<file path="src/rtl/mbss_pkg.sv">
package mbss_pkg;

   localparam int PATTERN_BYTES = 16;
   localparam int BYTE_W        = 8;
   localparam int WORD_W        = 64;
   localparam int CARE_W        = 16;
   localparam int CFG_LEN_W     = 5;
   localparam int ADDR_W        = 32;
   localparam int COUNT_W       = 32;
   localparam int CSR_IDX_W     = 3;
   localparam int EFF_LEN_W     = $clog2(PATTERN_BYTES + 1);
   localparam int POS_W         = (PATTERN_BYTES > 1) ? $clog2(PATTERN_BYTES) : 1;

   typedef enum logic [CSR_IDX_W-1:0] {
      CSR_PATTERN_LOW    = 3'd0,
      CSR_PATTERN_HIGH   = 3'd1,
      CSR_CARE_MASK      = 3'd2,
      CSR_PATTERN_LENGTH = 3'd3,
      CSR_SCAN_BASE      = 3'd4
   } csr_index_type;

   typedef logic [PATTERN_BYTES-1:0][BYTE_W-1:0] window_type;

   typedef struct packed {
      window_type                 pattern;
      logic [PATTERN_BYTES-1:0]   care;
      logic [EFF_LEN_W-1:0]       length;
      logic [ADDR_W-1:0]          base;
   } cfg_type;

   typedef struct packed {
      logic               valid;
      logic               first;
      logic               last;
      logic [COUNT_W-1:0] count;
   } stage_type;

endpackage

</file>
<file path="src/rtl/mbss_if.sv">
interface mbss_req_if;
   import mbss_pkg::*;
   logic              valid;
   logic              ready;
   logic [BYTE_W-1:0] byte_value;
   logic              first_byte;
   logic              last_byte;
   modport source (output valid, byte_value, first_byte, last_byte, input ready);
   modport sink (input valid, byte_value, first_byte, last_byte, output ready);
endinterface

interface mbss_rsp_if;
   import mbss_pkg::*;
   logic              valid;
   logic              ready;
   logic              found;
   logic [ADDR_W-1:0] match_address;
   modport source (output valid, found, match_address, input ready);
   modport sink (input valid, found, match_address, output ready);
endinterface

interface mbss_csr_if;
   import mbss_pkg::*;
   logic                 valid;
   logic                 ready;
   logic [CSR_IDX_W-1:0] index;
   logic [WORD_W-1:0]    data;
   modport source (output valid, index, data, input ready);
   modport sink (input valid, index, data, output ready);
endinterface

</file>
<file path="src/rtl/mbss_csr.sv">
module mbss_csr (
   input  logic               clock,
   input  logic               reset,
   mbss_csr_if.sink           csr_chan,
   output mbss_pkg::cfg_type  cfg
);
   import mbss_pkg::*;

   logic [WORD_W-1:0]    pattern_low_ff;
   logic [WORD_W-1:0]    pattern_high_ff;
   logic [CARE_W-1:0]    care_mask_ff;
   logic [CFG_LEN_W-1:0] pattern_length_ff;
   logic [ADDR_W-1:0]    scan_base_ff;
   logic [2*WORD_W-1:0]  pattern_bits;
   logic                 write;

   assign csr_chan.ready = 1'b1;
   assign write = csr_chan.valid && csr_chan.ready;

   always_ff @(posedge clock) begin
      if (reset) begin
         pattern_low_ff    <= '0;
         pattern_high_ff   <= '0;
         care_mask_ff      <= '1;
         pattern_length_ff <= CFG_LEN_W'(16);
         scan_base_ff      <= '0;
      end else if (write) begin
         case (csr_chan.index)
            CSR_PATTERN_LOW:    pattern_low_ff    <= csr_chan.data;
            CSR_PATTERN_HIGH:   pattern_high_ff   <= csr_chan.data;
            CSR_CARE_MASK:      care_mask_ff      <= csr_chan.data[CARE_W-1:0];
            CSR_PATTERN_LENGTH: pattern_length_ff <= csr_chan.data[CFG_LEN_W-1:0];
            CSR_SCAN_BASE:      scan_base_ff      <= csr_chan.data[ADDR_W-1:0];
            default: ;
         endcase
      end
   end

   assign pattern_bits = {pattern_high_ff, pattern_low_ff};

   always_comb begin
      for (int i = 0; i < PATTERN_BYTES; i++) begin
         cfg.pattern[i] = pattern_bits[i*BYTE_W +: BYTE_W];
         cfg.care[i]    = (pattern_length_ff != '0) && care_mask_ff[i];
      end
      if (pattern_length_ff == '0) begin
         cfg.length = EFF_LEN_W'(1);
      end else if (pattern_length_ff > CFG_LEN_W'(PATTERN_BYTES)) begin
         cfg.length = EFF_LEN_W'(PATTERN_BYTES);
      end else begin
         cfg.length = EFF_LEN_W'(pattern_length_ff);
      end
      cfg.base = scan_base_ff;
   end

endmodule

</file>
<file path="src/rtl/mbss_window.sv">
module mbss_window (
   input  logic                 clock,
   input  logic                 reset,
   mbss_req_if.sink             req_chan,
   input  logic                 advance,
   output mbss_pkg::stage_type  stage,
   output mbss_pkg::window_type window
);
   import mbss_pkg::*;

   window_type         window_ff;
   window_type         window_in;
   window_type         window_base;
   logic [COUNT_W-1:0] count_ff;
   logic [COUNT_W-1:0] count_in;
   logic               valid_ff;
   logic               first_ff;
   logic               last_ff;
   logic               accept;

   assign req_chan.ready = !reset && (!valid_ff || advance);
   assign accept = req_chan.valid && req_chan.ready;

   always_comb begin
      window_base = req_chan.first_byte ? '0 : window_ff;
      for (int i = PATTERN_BYTES - 1; i > 0; i--) begin
         window_in[i] = window_base[i-1];
      end
      window_in[0] = req_chan.byte_value;
      if (req_chan.first_byte) begin
         count_in = COUNT_W'(1);
      end else if (count_ff == '1) begin
         count_in = count_ff;
      end else begin
         count_in = count_ff + COUNT_W'(1);
      end
   end

   always_ff @(posedge clock) begin
      if (reset) begin
         valid_ff  <= 1'b0;
         window_ff <= '0;
         count_ff  <= '0;
      end else if (accept) begin
         valid_ff  <= 1'b1;
         window_ff <= window_in;
         count_ff  <= count_in;
      end else if (advance) begin
         valid_ff  <= 1'b0;
      end
   end

   always_ff @(posedge clock) begin
      if (accept) begin
         first_ff <= req_chan.first_byte;
         last_ff  <= req_chan.last_byte;
      end
   end

   assign stage.valid = valid_ff;
   assign stage.first = first_ff;
   assign stage.last  = last_ff;
   assign stage.count = count_ff;
   assign window      = window_ff;

endmodule

</file>
<file path="src/rtl/mbss_match.sv">
module mbss_match (
   input  logic                 clock,
   input  logic                 reset,
   input  mbss_pkg::cfg_type    cfg,
   input  mbss_pkg::stage_type  stage,
   input  mbss_pkg::window_type window,
   output logic                 advance,
   mbss_rsp_if.source           rsp_chan
);
   import mbss_pkg::*;

   logic                 done_ff;
   logic                 done_in;
   logic                 rsp_valid_ff;
   logic                 rsp_valid_in;
   logic                 found_ff;
   logic                 found_in;
   logic [ADDR_W-1:0]    address_ff;
   logic [ADDR_W-1:0]    address_in;
   logic                 hit;
   logic                 match;
   logic                 open;
   logic                 take;
   logic [EFF_LEN_W-1:0] pos [PATTERN_BYTES];
   logic [COUNT_W-1:0]   offset;

   assign advance = !rsp_valid_ff || rsp_chan.ready;
   assign take    = stage.valid && advance;
   assign open    = stage.first || !done_ff;

   always_comb begin
      hit = 1'b1;
      for (int i = 0; i < PATTERN_BYTES; i++) begin
         pos[i] = cfg.length - EFF_LEN_W'(1) - EFF_LEN_W'(i);
         if ((EFF_LEN_W'(i) < cfg.length) && cfg.care[i]
               && (window[pos[i][POS_W-1:0]] != cfg.pattern[i])) begin
            hit = 1'b0;
         end
      end
   end

   assign match  = hit && (stage.count >= COUNT_W'(cfg.length));
   assign offset = stage.count - COUNT_W'(cfg.length);

   always_comb begin
      done_in      = done_ff;
      rsp_valid_in = rsp_valid_ff && !rsp_chan.ready;
      found_in     = found_ff;
      address_in   = address_ff;
      if (take) begin
         if (stage.first) begin
            done_in = 1'b0;
         end
         if (open && (match || stage.last)) begin
            done_in      = 1'b1;
            rsp_valid_in = 1'b1;
            found_in     = match;
            address_in   = match ? cfg.base + ADDR_W'(offset) : '0;
         end
      end
   end

   always_ff @(posedge clock) begin
      if (reset) begin
         done_ff      <= 1'b0;
         rsp_valid_ff <= 1'b0;
      end else begin
         done_ff      <= done_in;
         rsp_valid_ff <= rsp_valid_in;
      end
   end

   always_ff @(posedge clock) begin
      found_ff   <= found_in;
      address_ff <= address_in;
   end

   assign rsp_chan.valid         = rsp_valid_ff;
   assign rsp_chan.found         = found_ff;
   assign rsp_chan.match_address = address_ff;

endmodule

</file>
<file path="src/rtl/masked_byte_signature_scan.sv">
// Masked byte signature scan: finds the first place in a byte stream where a pattern of up to
// 16 bytes appears, each pattern byte either compared or a wildcard by the care mask, and
// returns scan_base plus the match offset (or found = 0 and address 0 when the byte marked
// last passes without a match). The block takes one byte per clock unless a result is held
// by the receiver: the accepted byte is shifted into a window register, the window is
// compared against the pattern in parallel, and the answer is registered in the result
// register. A byte with first_byte set opens a new scan; bytes after a result are dropped
// until then. Write the configuration registers only while no scan is in flight.
module masked_byte_signature_scan (
   input  logic       clock,
   input  logic       reset,
   mbss_req_if.sink   req_chan,
   mbss_rsp_if.source rsp_chan,
   mbss_csr_if.sink   csr_chan
);
   import mbss_pkg::*;

   cfg_type    cfg;
   stage_type  stage;
   window_type window;
   logic       advance;

   mbss_csr u_csr (
      .clock    (clock),
      .reset    (reset),
      .csr_chan (csr_chan),
      .cfg      (cfg)
   );

   mbss_window u_window (
      .clock    (clock),
      .reset    (reset),
      .req_chan (req_chan),
      .advance  (advance),
      .stage    (stage),
      .window   (window)
   );

   mbss_match u_match (
      .clock    (clock),
      .reset    (reset),
      .cfg      (cfg),
      .stage    (stage),
      .window   (window),
      .advance  (advance),
      .rsp_chan (rsp_chan)
   );

endmodule

</file>
<file path="src/flat_wrapper.sv">
// flat-port wrapper written by rule: the top's interface ports become plain ports
module masked_byte_signature_scan_flat import mbss_pkg::*;
  (clock, reset, req_chan_valid, req_chan_byte_value, req_chan_first_byte, req_chan_last_byte, req_chan_ready, rsp_chan_valid, rsp_chan_found, rsp_chan_match_address, rsp_chan_ready, csr_chan_valid, csr_chan_index, csr_chan_data, csr_chan_ready);
  mbss_req_if req_chan_i ();
  mbss_rsp_if rsp_chan_i ();
  mbss_csr_if csr_chan_i ();
  input  logic clock;
  input  logic reset;
  input wire logic [$bits(req_chan_i.valid)-1:0] req_chan_valid;
  input wire logic [$bits(req_chan_i.byte_value)-1:0] req_chan_byte_value;
  input wire logic [$bits(req_chan_i.first_byte)-1:0] req_chan_first_byte;
  input wire logic [$bits(req_chan_i.last_byte)-1:0] req_chan_last_byte;
  output wire logic [$bits(req_chan_i.ready)-1:0] req_chan_ready;
  output wire logic [$bits(rsp_chan_i.valid)-1:0] rsp_chan_valid;
  output wire logic [$bits(rsp_chan_i.found)-1:0] rsp_chan_found;
  output wire logic [$bits(rsp_chan_i.match_address)-1:0] rsp_chan_match_address;
  input wire logic [$bits(rsp_chan_i.ready)-1:0] rsp_chan_ready;
  input wire logic [$bits(csr_chan_i.valid)-1:0] csr_chan_valid;
  input wire logic [$bits(csr_chan_i.index)-1:0] csr_chan_index;
  input wire logic [$bits(csr_chan_i.data)-1:0] csr_chan_data;
  output wire logic [$bits(csr_chan_i.ready)-1:0] csr_chan_ready;
  assign req_chan_i.valid = req_chan_valid;
  assign req_chan_i.byte_value = req_chan_byte_value;
  assign req_chan_i.first_byte = req_chan_first_byte;
  assign req_chan_i.last_byte = req_chan_last_byte;
  assign req_chan_ready = req_chan_i.ready;
  assign rsp_chan_valid = rsp_chan_i.valid;
  assign rsp_chan_found = rsp_chan_i.found;
  assign rsp_chan_match_address = rsp_chan_i.match_address;
  assign rsp_chan_i.ready = rsp_chan_ready;
  assign csr_chan_i.valid = csr_chan_valid;
  assign csr_chan_i.index = csr_chan_index;
  assign csr_chan_i.data = csr_chan_data;
  assign csr_chan_ready = csr_chan_i.ready;
  masked_byte_signature_scan u_core (.clock(clock), .reset(reset), .req_chan(req_chan_i), .rsp_chan(rsp_chan_i), .csr_chan(csr_chan_i));
endmodule
</file>
<file path="config.mk">
export PLATFORM = sky130hd
export DESIGN_NAME = masked_byte_signature_scan_flat
export DESIGN_NICKNAME = d
export VERILOG_FILES = /design/src/rtl/mbss_pkg.sv /design/src/rtl/mbss_if.sv /design/src/rtl/mbss_csr.sv /design/src/rtl/mbss_window.sv /design/src/rtl/mbss_match.sv /design/src/rtl/masked_byte_signature_scan.sv /design/src/flat_wrapper.sv
export SDC_FILE = /design/constraint.sdc
export NUM_CORES = 1
export LEC_CHECK = 0
export BUFFER_PORTS_ARGS = -buffer_cell sky130_fd_sc_hd__buf_2
export CAP_MARGIN = 20
export CORE_ASPECT_RATIO = 1.25
export CORE_UTILIZATION = 63
export CTS_CLUSTER_SIZE = 28
export DETAILED_ROUTE_END_ITERATION = 7
export GPL_TIMING_DRIVEN = 0
export PLACE_DENSITY = 0.82
export SETUP_SLACK_MARGIN = 0.02
export SKIP_LAST_GASP = 1
export SYNTH_ARGS = -nofsm -noshare
export SYNTH_HDL_FRONTEND = slang
export SYNTH_SLANG_ARGS = --single-unit
export TNS_END_PERCENT = 5
</file>
<file path="constraint.sdc">
create_clock -name clock -period 11.86 [get_ports clock]
set_input_delay 1.186 -clock clock [delete_from_list [all_inputs] [get_ports clock]]
set_output_delay 1.186 -clock clock [all_outputs]
set_load 0.01 [all_outputs]
</file>
==> run summary, run 1 <==
After layout, the worst setup slack is 2260 ps. For the total of warnings raised by yosys, the log shows 0. Detailed routing inserted a total of 19900 vias. For this run, the total global-route usage over all layers was measured as 44.1%.

The most critical setup path has its startpoint at u_core.u_csr.pattern_length_ff[4]$_SDFFE_PP1P_. For the number of nets in the final layout, the log shows 2594. After global routing the overflow that remains totals 0. The count of nets left with antenna violations once routing finished came out at 0.

Summing the sequential cell areas from Yosys gives 34.1% of the chip area. Of the total power, combinational logic draws 9.8%. Routability-driven placement finished with a final weighted congestion of 1.03. Global routing consumed, on the met2 layer, 72.0% of the routing resources. Total die area: 37700 um2. For the number of distinct library cells after synthesis, the log shows 66.

The number of enable-type register cells in the synthesized netlist is 35, and the met3 usage is 9.17%. After detailed routing, the number of remaining DRC violations is 0. The worst flop-to-flop path startpoint is u_core.u_csr.pattern_length_ff[4]$_SDFFE_PP1P_. For the worst slew margin relative to its limit, the log shows 25.3%. The initial utilization of the core area, before any placement, comes to 64.1%. Entering global routing, the biggest net connects 15 pins. Longest individual stage delay on the worst path: 870 ps.

Counting flops and latches in the post-synthesis netlist gives 379. After clock tree synthesis, the flow added hold-fix buffers numbering 0. At the worst endpoint, the arrival time is 9860 ps. TritonCTS built the clock tree. The run gives 0 as the number of setup violations in the final report. The maximum VDD drop came out at 0.111 mV.

After clock tree synthesis, the clock-pin slew on the worst setup and hold paths is 60 ps. The layer with the highest usage after global routing is met2. The clock tree synthesis step divided the H-tree into 2 levels. The tools report the clock tree root driver cell as sky130_fd_sc_hd__clkbuf_16.

Clock skew on the completed layout was measured at 10.6 ps. The sum of routed wire length over all layers came out at 82.9 mm. The run finished with clean final reports. The overall die height was 217 um; the share of flip-flops with an asynchronous set or reset was 0%. Global routing used 48.3% of the available met1 tracks. After layout, the minimum clock period comes to 9600 ps.

Registers take 7940 um2. The first global-routing pass estimated 121 mm of wire. The share of the clock period used by the worst path after layout works out to 80.9%. The total iterations of the first detailed-routing run is 6. Kind of end point of the critical path: a flip-flop.

Setup total negative slack on the finished layout was measured at 0 ps. Walking the worst path, the cells encountered are clkinv_1, nand2_1, clkbuf_1, ha_1, clkbuf_1, clkinv_1, clkbuf_1, buf_1, ha_1, nor2_1, a311oi_1, xnor2_1, buf_4, mux4_2, xnor2_1, nand4_1, o221ai_1, o2111a_1, a41oi_1, nor4_2, buf_4, buf_4. Once detailed placement completed, the half-perimeter wirelength came to 63.8 mm. At the pin with the least slew margin, the transition time is 1120 ps.

The number of I/O port buffers works out to 116. The number of gates resized after CTS was 0. The gate count of the mapped netlist is 2264, and the internal power is 0.00224 W. On the critical path, the stage with the largest delay is an instance of sky130_fd_sc_hd__clkbuf_1. The fraction of power spent switching nets works out to 25.5%.

The number of CTS-inserted buffers was 39; the post-detailed-route wirelength per cell was 28.2 um. From synthesis to final layout, the design area changed by 11.7%. Max-slew violation total from the final report: 0.

The total area inside the core boundary comes to 36300 um2. 118 I/O pins were placed. For the switching power total, the log shows 0.000768 W.

Derived from the worst setup path, the maximum achievable clock frequency is 104 MHz. The multi-input combinational cells in the finished layout cover a total of 14200 um2. For the worst setup path, the data required time is 12120 ps. The tools report the number of placement rows as 78. The min-delay analysis places its worst path in the category flip-flop to flip-flop. The commonest register cell after synthesis is sky130_fd_sc_hd__dfxtp_1. For this design the static power due to leakage is 9.70 nW. The number of antenna violations at the first check in global routing is 1, and the cell area after synthesis is 23300 um2. The portion of total power attributed to sequential cells is 44.1%. Overall power consumption after layout is estimated at 0.00301 W.

The tools report the launch point of the worst hold path as u_core.u_csr.scan_base_ff[18]$_SDFFE_PP0P_. The net count after synthesis is 2426, and the chip width is 174 um. The clock network is responsible for 46.1% of the overall power. The vias per cell is 6.77.

Post-CTS setup buffer count: 0. The worst setup path is of the flip-flop to flip-flop kind. Power spread over the standard cell area amounts to 116 nW/um2. At the later pin of the worst-skew pair, clock insertion delay measures 560 ps. The post-synthesis area per instance came out at 10.3 um2. Excluding fillers, the count of instances in the completed layout stands at 2944. Cells with a size suffix above 1 make up 20.2% of the layout. The tool flagged a number of max-cap violations equal to 0. The tools report the fill cell total of the finished layout as 2678. The worst setup slack before clock tree synthesis was 2580 ps. The number of global-route vias before repair is 19400. The initial detailed-routing violation count is 2347.

Setup repair after global routing left no endpoint under its margin. Counting along the longest clock path gives a buffer depth of 3. The peak fanout along the critical path was 14.

The tools report the element type at the critical path start as a flip-flop. The cell count after placement was 2870; the number of hold violations in the final report was 0. The tools report the TritonCTS sink count as 379.
cell type report:
class / instances / area share, %
Multi-Input combinational cell: 1590 / 54.5
Clock buffer: 56 / 4.63
Sequential cell: 379 / 30.5
Inverter: 150 / 2.16
Buffer: 145 / 2.33
Tap cell: 480 / 2.31
Antenna cell: 1 / 0.00962
Clock inverter: 16 / 0.914
Timing Repair Buffer: 127 / 2.62
state kept, by name, summed over array words and instances (netlist names):
| name | flops |
|---|---|
| u_core.u_csr.care_mask_ff | 16 |
| u_core.u_csr.pattern_high_ff | 64 |
| u_core.u_csr.pattern_length_ff | 5 |
| u_core.u_csr.pattern_low_ff | 64 |
| u_core.u_csr.scan_base_ff | 32 |
| u_core.u_match.done_ff | 1 |
| u_core.u_match.rsp_chan.found | 1 |
| u_core.u_match.rsp_chan.match_address | 32 |
| u_core.u_match.rsp_chan.valid | 1 |
| u_core.u_window.count_ff | 32 |
| u_core.u_window.first_ff | 1 |
| u_core.u_window.last_ff | 1 |
| u_core.u_window.valid_ff | 1 |
| u_core.u_window.window | 128 |
worst max-delay path, delay by kind of cell, from the launching register on:
family,cells,cell delay [ps]
XOR/XNOR,2,500
AO/OA/AOI/OAI,4,1400
flip-flops,1,570
multiplexers,1,530
adder cells (fa/ha/maj),2,830
AND/OR/NAND/NOR,4,1620
buffers and inverters,9,3800
cells in the final DEF (no fill, tap or decap), drive strengths merged, types with 5 or more instances in the layout:
cell type,Yosys,layout
fa,5,5
clkinv,4,9
dfxtp,344,344
a21o,14,14
a211oi,6,6
nand4,32,32
edfxtp,35,35
or3,5,5
and3,5,5
nand2,379,379
mux4,248,248
xor2,55,55
nand3,21,21
nor4,22,22
inv,146,151
o21a,5,5
o211ai,6,6
nor2b,25,25
or2,6,6
clkbuf,116,172
nor2,83,83
ha,75,75
a22o,119,119
a21boi,6,6
o221ai,9,9
mux2i,26,26
o21ai,21,21
nand3b,8,8
nand2b,9,9
buf,29,156
xnor2,128,128
a21oi,195,195
nor3b,6,6
nor3,22,22
bufinv,0,5
a31oi,5,5
a211o,15,15
metal layers:
metal / wire (um) / vias to the layer above
met5: 0 / -
met4: 8950 / 0
met3: 7800 / 360
met2: 39000 / 1235
met1: 27200 / 9718
li1: - / 8617
per-stage QoR:
step,util [%],hold slack (ps),instance area (um2)
after global placement,67.4,444,24500
after global routing,71.7,472,26000
after floorplan,-,435,23300
after CTS,71.6,456,26000
after detailed placement,67.7,447,24600
final,71.7,456,26000
kinds of logic after synthesis:
kind of cell,share of synthesized area [%]
other,0.0161
buffers and inverters,5.02
adder cells (fa/ha/maj),4.46
flip-flops,34.1
XOR/XNOR,6.96
multiplexers,25.1
AND/OR/NAND/NOR,12.2
AO/OA/AOI/OAI,12.1
cells in the mapped netlist (all sizes together), types with 4 or more instances:
cell	number	area [um2]
nand2	379	1430
dfxtp	344	6890
mux4	248	5590
a21oi	195	976
inv	146	548
xnor2	128	1140
a22o	119	1040
clkbuf	116	435
nor2	83	312
ha	75	938
xor2	55	482
edfxtp	35	1050
nand4	32	206
buf	29	170
mux2i	26	260
nor2b	25	156
nor3	22	130
nor4	22	150
nand3	21	105
o21ai	21	105
a211o	15	131
a21o	14	105
nand2b	9	56.3
o221ai	9	78.8
nand3b	8	60.1
a211oi	6	45.0
a21boi	6	45.0
nor3b	6	70.1
o211ai	6	45.0
or2	6	37.5
a31oi	5	31.3
and3	5	31.3
fa	5	100
o21a	5	37.5
or3	5	31.3
clkinv	4	15.0
power groups by stage:
stage | Combinational [W] | Clock, W | Sequential [W]
4_1_cts | 0.000287 | 0.00139 | 0.00133
2_1_floorplan | 0.000184 | 0 | 0.00135
3_3_place_gp | 0.000275 | 0 | 0.00136
6_report | 0.000294 | 0.00139 | 0.00133
5_1_grt | 0.000313 | 0.00144 | 0.00133
3_5_place_dp | 0.000284 | 0 | 0.00136
worst paths after layout:
| check | end | slack [ps] | cells past startpoint |
|---|---|---|---|
| min | u_core.u_csr.scan_base_ff[18]$_SDFFE_PP0P_ | 460 | 2 |
| max reg2reg | u_core.u_match.rsp_chan.match_address[31]$_SDFFCE_PN0P_ | 2260 | 22 |
| min reg2reg | u_core.u_csr.scan_base_ff[18]$_SDFFE_PP0P_ | 460 | 2 |
| max | u_core.u_match.rsp_chan.match_address[31]$_SDFFCE_PN0P_ | 2260 | 22 |
Note: power is estimated with default switching activity, not from simulation.
==> inputs of run 2 (changes only) <==
CORE_UTILIZATION = 57   (was 63)
PLACE_DENSITY = 0.78   (was 0.82)
clock period = 8.8 ns   (was 11.86 ns; I/O delays follow)
==> run 2 against run 1 <==
Compared with the run above:
- first-iteration DRC count fell by 20%
- final cell count rose by 2.1%
- hold slack got worse by 2.1 ps
- sequential cell count did not move
- critical endpoint is now u_core.u_match.rsp_chan.match_address[29]$_SDFFCE_PN0P_
- largest power group is now sequential cells
==> run summary, run 2 (synthesis results as in run 1) <==
The run finished with clean final reports. The largest individual stage delay along the critical path comes from the cell sky130_fd_sc_hd__mux4_2. Deepest clock path buffer count: 3 (unchanged). The clock network power share is 44.6% (-1.5 points), and the detailed placement HPWL is 64.7 mm (+1.4%). The logs give 40 (+2.6%) for the number of CTS-inserted buffers and 0 (unchanged) for the post-CTS setup buffer count. Critical path launch point: u_core.u_csr.pattern_length_ff[2]$_SDFFE_PP0P_. The maximum number of pins on one net before global-route repair came out at 17 (+2). For the number of remaining DRC errors, the log shows 0 (unchanged).

In this run the clock root is driven by a sky130_fd_sc_hd__clkbuf_16. The share of final-layout standard cells stronger than drive strength 1 is 20.1% (-0.11 points), and the post-cts hold buffer count is 0 (unchanged). The overall die height is 228 um (+5.1%), and the TritonCTS sink count is 379 (unchanged). The final antenna-violating net count came out at 0 (unchanged). The power per standard cell area came out at 151 nW/um2 (+31%). The vias per cell was 6.64 (-2.0%); the slew at the pin with the worst max-slew slack was 1160 ps (+37.2 ps). The critical path buffer and inverter count came out at 10 (+1). The worst setup path endpoint is u_core.u_match.rsp_chan.match_address[29]$_SDFFCE_PN0P_. The arrival time at the worst endpoint is 8580 ps (-1280 ps), and the global-route congestion overflow total is 0 (unchanged). The number of setup violations in the final report is 0 (unchanged).

The critical path is of the flip-flop to flip-flop type. The first-pass GRT wire length is 120 mm (-0.97%). The max-cap check violation count came out at 0 (unchanged). The number of placement rows was 82 (+5.1%); the combinational share of power was 10.0% (+0.2 points). In this run the critical register-to-register path is launched from u_core.u_csr.pattern_length_ff[2]$_SDFFE_PP0P_.

The tools report the number of top-level pins as 118 (unchanged). The number of hold violations in the final report is 0 (unchanged). The most common cell after layout, fill and taps aside is sky130_fd_sc_hd__nand2_1.

Post-route worst setup slack: 471 ps (-1790 ps). The longest individual stage delay on the worst path is 590 ps (-280 ps). The run gives 0 ps (unchanged) as the setup TNS.

The total iterations of the first detailed-routing run is 6 (unchanged), and the global router's overall resource usage is 39.4% (-4.7 points). STA classifies the critical path startpoint as a flip-flop. The tools report the portion of total power attributed to sequential cells as 45.4% (+1.3 points).

The number of I/O port buffers works out to 116 (unchanged). The run gives 57.9% (-6.2 points) as the effective utilization at floorplan. The worst flop-to-flop path endpoint is u_core.u_match.rsp_chan.match_address[29]$_SDFFCE_PN0P_. The run gives 570 ps (about the same) as the clock network latency to the later pin of the worst-skew pair. The logs give 0 (unchanged) for the max-slew violation total from the final report and 0.00101 W (+32%) for the switching power total. The maximum VDD drop is 0.155 mV (+40%). The run gives 0 (-1) as the number of diodes. The number of logic stages on the critical path including buffering is 25 (+14%), and the number of global-route vias before repair is 19400 (+0.052%). For the number of nets in the final layout, the log shows 2592 (-0.077%). The routability-driven placement congestion ratio is 1.04 (+1.4%), and the peak fanout along the critical path is 16 (+2). The tools report the area of the core as 40200 um2 (+11%). The internal power is 0.00293 W (+31%).

The tools report the sum of routed wire length over all layers as 81.7 mm (-1.4%). TritonCTS built the clock tree. The worst setup slack before clock tree synthesis was 376 ps (-2210 ps); the required time at the endpoint of the critical path was 9050 ps (-3070 ps). The total power consumption of the routed design came out at 0.00394 W (+31%). The H-tree level count is 2 (unchanged). The clock-pin slew on the worst setup and hold paths is 60 ps (about the same), and the slack of the worst reg-to-reg path is 470 ps (-1790 ps). Post-detailed-placement cell area: 24700 um2 (+0.48%).

The number of flip-flops under the largest register name was 128 (unchanged); the post-detailed-route wirelength per cell was 27.2 um (-3.5%). The post-route clock skew is 17.3 ps (+6.68 ps). The vias after detailed routing is 20000 (+0.13%). Setup repair after global routing left no endpoint under its margin. The number of cells traversed by the worst register-to-register path works out to 25 (+14%). The library cells used most frequently in the layout, excluding fill and tap cells, are sky130_fd_sc_hd__nand2_1, sky130_fd_sc_hd__dfxtp_1, sky130_fd_sc_hd__mux4_2, sky130_fd_sc_hd__a21oi_1, sky130_fd_sc_hd__inv_1.

Broken down by cell family, the worst path's largest delay share belongs to buffers and inverters. The run gives 22.8% (-2.5 points) as the worst slew margin relative to its limit. The number of antenna violations at the first check in global routing is 1 (unchanged), and the fraction of power spent switching nets is 25.7% (+0.18 points). From synthesis to final layout, the design area changed by 12.0%. The static leakage power came out at 9.68 nW (-0.24%). The share of the clock period used by the worst path after layout is 94.6% (+14 points), and the highest attainable clock frequency is 120 MHz (+15%). The chip width is 183 um (+5.1%).

In this run the worst hold path is classified as flip-flop to flip-flop. The minimum period implied by the final worst setup slack came out at 8330 ps (-1270 ps). Most common cell type on the critical path: sky130_fd_sc_hd__buf_6. STA classifies the critical path endpoint as a flip-flop. The logs give 26100 um2 (+0.22%) for the total non-filler cell area in the finished layout and 1872 (-20%) for the initial detailed-routing violation count. The tools report the total die area as 41700 um2 (+10%).
## run 2: cell types whose count changed in the layout (fill, tap and decap cells not counted), moves of 3 or more
cell / previous run / this run
sky130_fd_sc_hd__buf_4: 12 / 4
sky130_fd_sc_hd__clkbuf_1: 120 / 125
sky130_fd_sc_hd__buf_6: 4 / 7
sky130_fd_sc_hd__bufinv_16: 5 / 2
sky130_fd_sc_hd__clkbuf_8: 10 / 7
## run 2: power by group through the flow
stage / Clock [W] / Sequential (W) / Combinational (W)
floorplan: 0 / 0.00182 / 0.000248
CTS: 0.00176 / 0.00179 / 0.000385
global route: 0.00183 / 0.00179 / 0.000420
finish: 0.00176 / 0.00179 / 0.000394
detailed placement: 0 / 0.00183 / 0.000383
global placement: 0 / 0.00183 / 0.000370
## run 2: layout make-up
| type | count | area [um2] |
|---|---|---|
| buffer | 145 | 607 |
| sequential | 379 | 7940 |
| tap | 546 | 683 |
| clock inverter | 14 | 143 |
| timing repair buffer | 124 | 684 |
| inverter | 150 | 563 |
| clock buffer | 59 | 1210 |
| multi-input combinational | 1590 | 14200 |
| fill | 3220 | 14100 |
## run 2: repair_timing
| action | in CTS | in global routing |
|---|---|---|
| endpoints found under the hold margin | 0 | 0 |
| gates resized for setup | 0 | 5 |
| setup endpoints to repair | 0 | 56 |
## run 2: worst reg2reg max path, cell delays in order (launching register included)
cell and delay, ps:
sky130_fd_sc_hd__dfxtp_1 300, sky130_fd_sc_hd__buf_2 180, sky130_fd_sc_hd__or4_4 560, sky130_fd_sc_hd__nand2_2 170
sky130_fd_sc_hd__inv_2 90, sky130_fd_sc_hd__buf_6 170, sky130_fd_sc_hd__buf_6 190, sky130_fd_sc_hd__buf_6 170
sky130_fd_sc_hd__ha_1 370, sky130_fd_sc_hd__clkbuf_1 340, sky130_fd_sc_hd__clkinv_1 360, sky130_fd_sc_hd__clkbuf_1 420
sky130_fd_sc_hd__clkbuf_2 390, sky130_fd_sc_hd__ha_1 380, sky130_fd_sc_hd__nand2b_1 100, sky130_fd_sc_hd__o221ai_1 160
sky130_fd_sc_hd__a311oi_4 500, sky130_fd_sc_hd__xnor2_4 300, sky130_fd_sc_hd__mux4_2 600, sky130_fd_sc_hd__xnor2_1 190
sky130_fd_sc_hd__nand4_1 290, sky130_fd_sc_hd__o221ai_1 480, sky130_fd_sc_hd__o2111a_1 300, sky130_fd_sc_hd__a41oi_1 230
sky130_fd_sc_hd__nor4_4 510, sky130_fd_sc_hd__buf_6 260
## run 2: how the worst min path moves through the flow
stage               cells after the start                                          to                                       start
floorplan                               2  u_core.u_csr.care_mask_ff[14]$_SDFFE_PP1P_  u_core.u_csr.care_mask_ff[14]$_SDFFE_PP1P_
global placement                        2  u_core.u_csr.scan_base_ff[22]$_SDFFE_PP0P_  u_core.u_csr.scan_base_ff[22]$_SDFFE_PP0P_
detailed placement                      2  u_core.u_csr.scan_base_ff[30]$_SDFFE_PP0P_  u_core.u_csr.scan_base_ff[30]$_SDFFE_PP0P_
CTS                                     2  u_core.u_csr.scan_base_ff[30]$_SDFFE_PP0P_  u_core.u_csr.scan_base_ff[30]$_SDFFE_PP0P_
global route                            2  u_core.u_csr.scan_base_ff[30]$_SDFFE_PP0P_  u_core.u_csr.scan_base_ff[30]$_SDFFE_PP0P_
finish                                  2  u_core.u_csr.scan_base_ff[30]$_SDFFE_PP0P_  u_core.u_csr.scan_base_ff[30]$_SDFFE_PP0P_
## run 2: metrics by stage
step | hold slack (ps) | utilization [%] | std cells
after global placement | 444 | 61.0 | 2926
after global routing | 473 | 64.8 | 3007
after CTS | 456 | 64.7 | 3007
after detailed placement | 449 | 61.4 | 2934
final | 454 | 64.8 | 3007
after floorplan | 435 | - | 2264
## run 2: layer usage
layer	track usage (%)	part of all wire [%]
met1	42.9	33
met2	64.6	48
met3	7.82	8.8
met4	36.1	11
met5	0	0
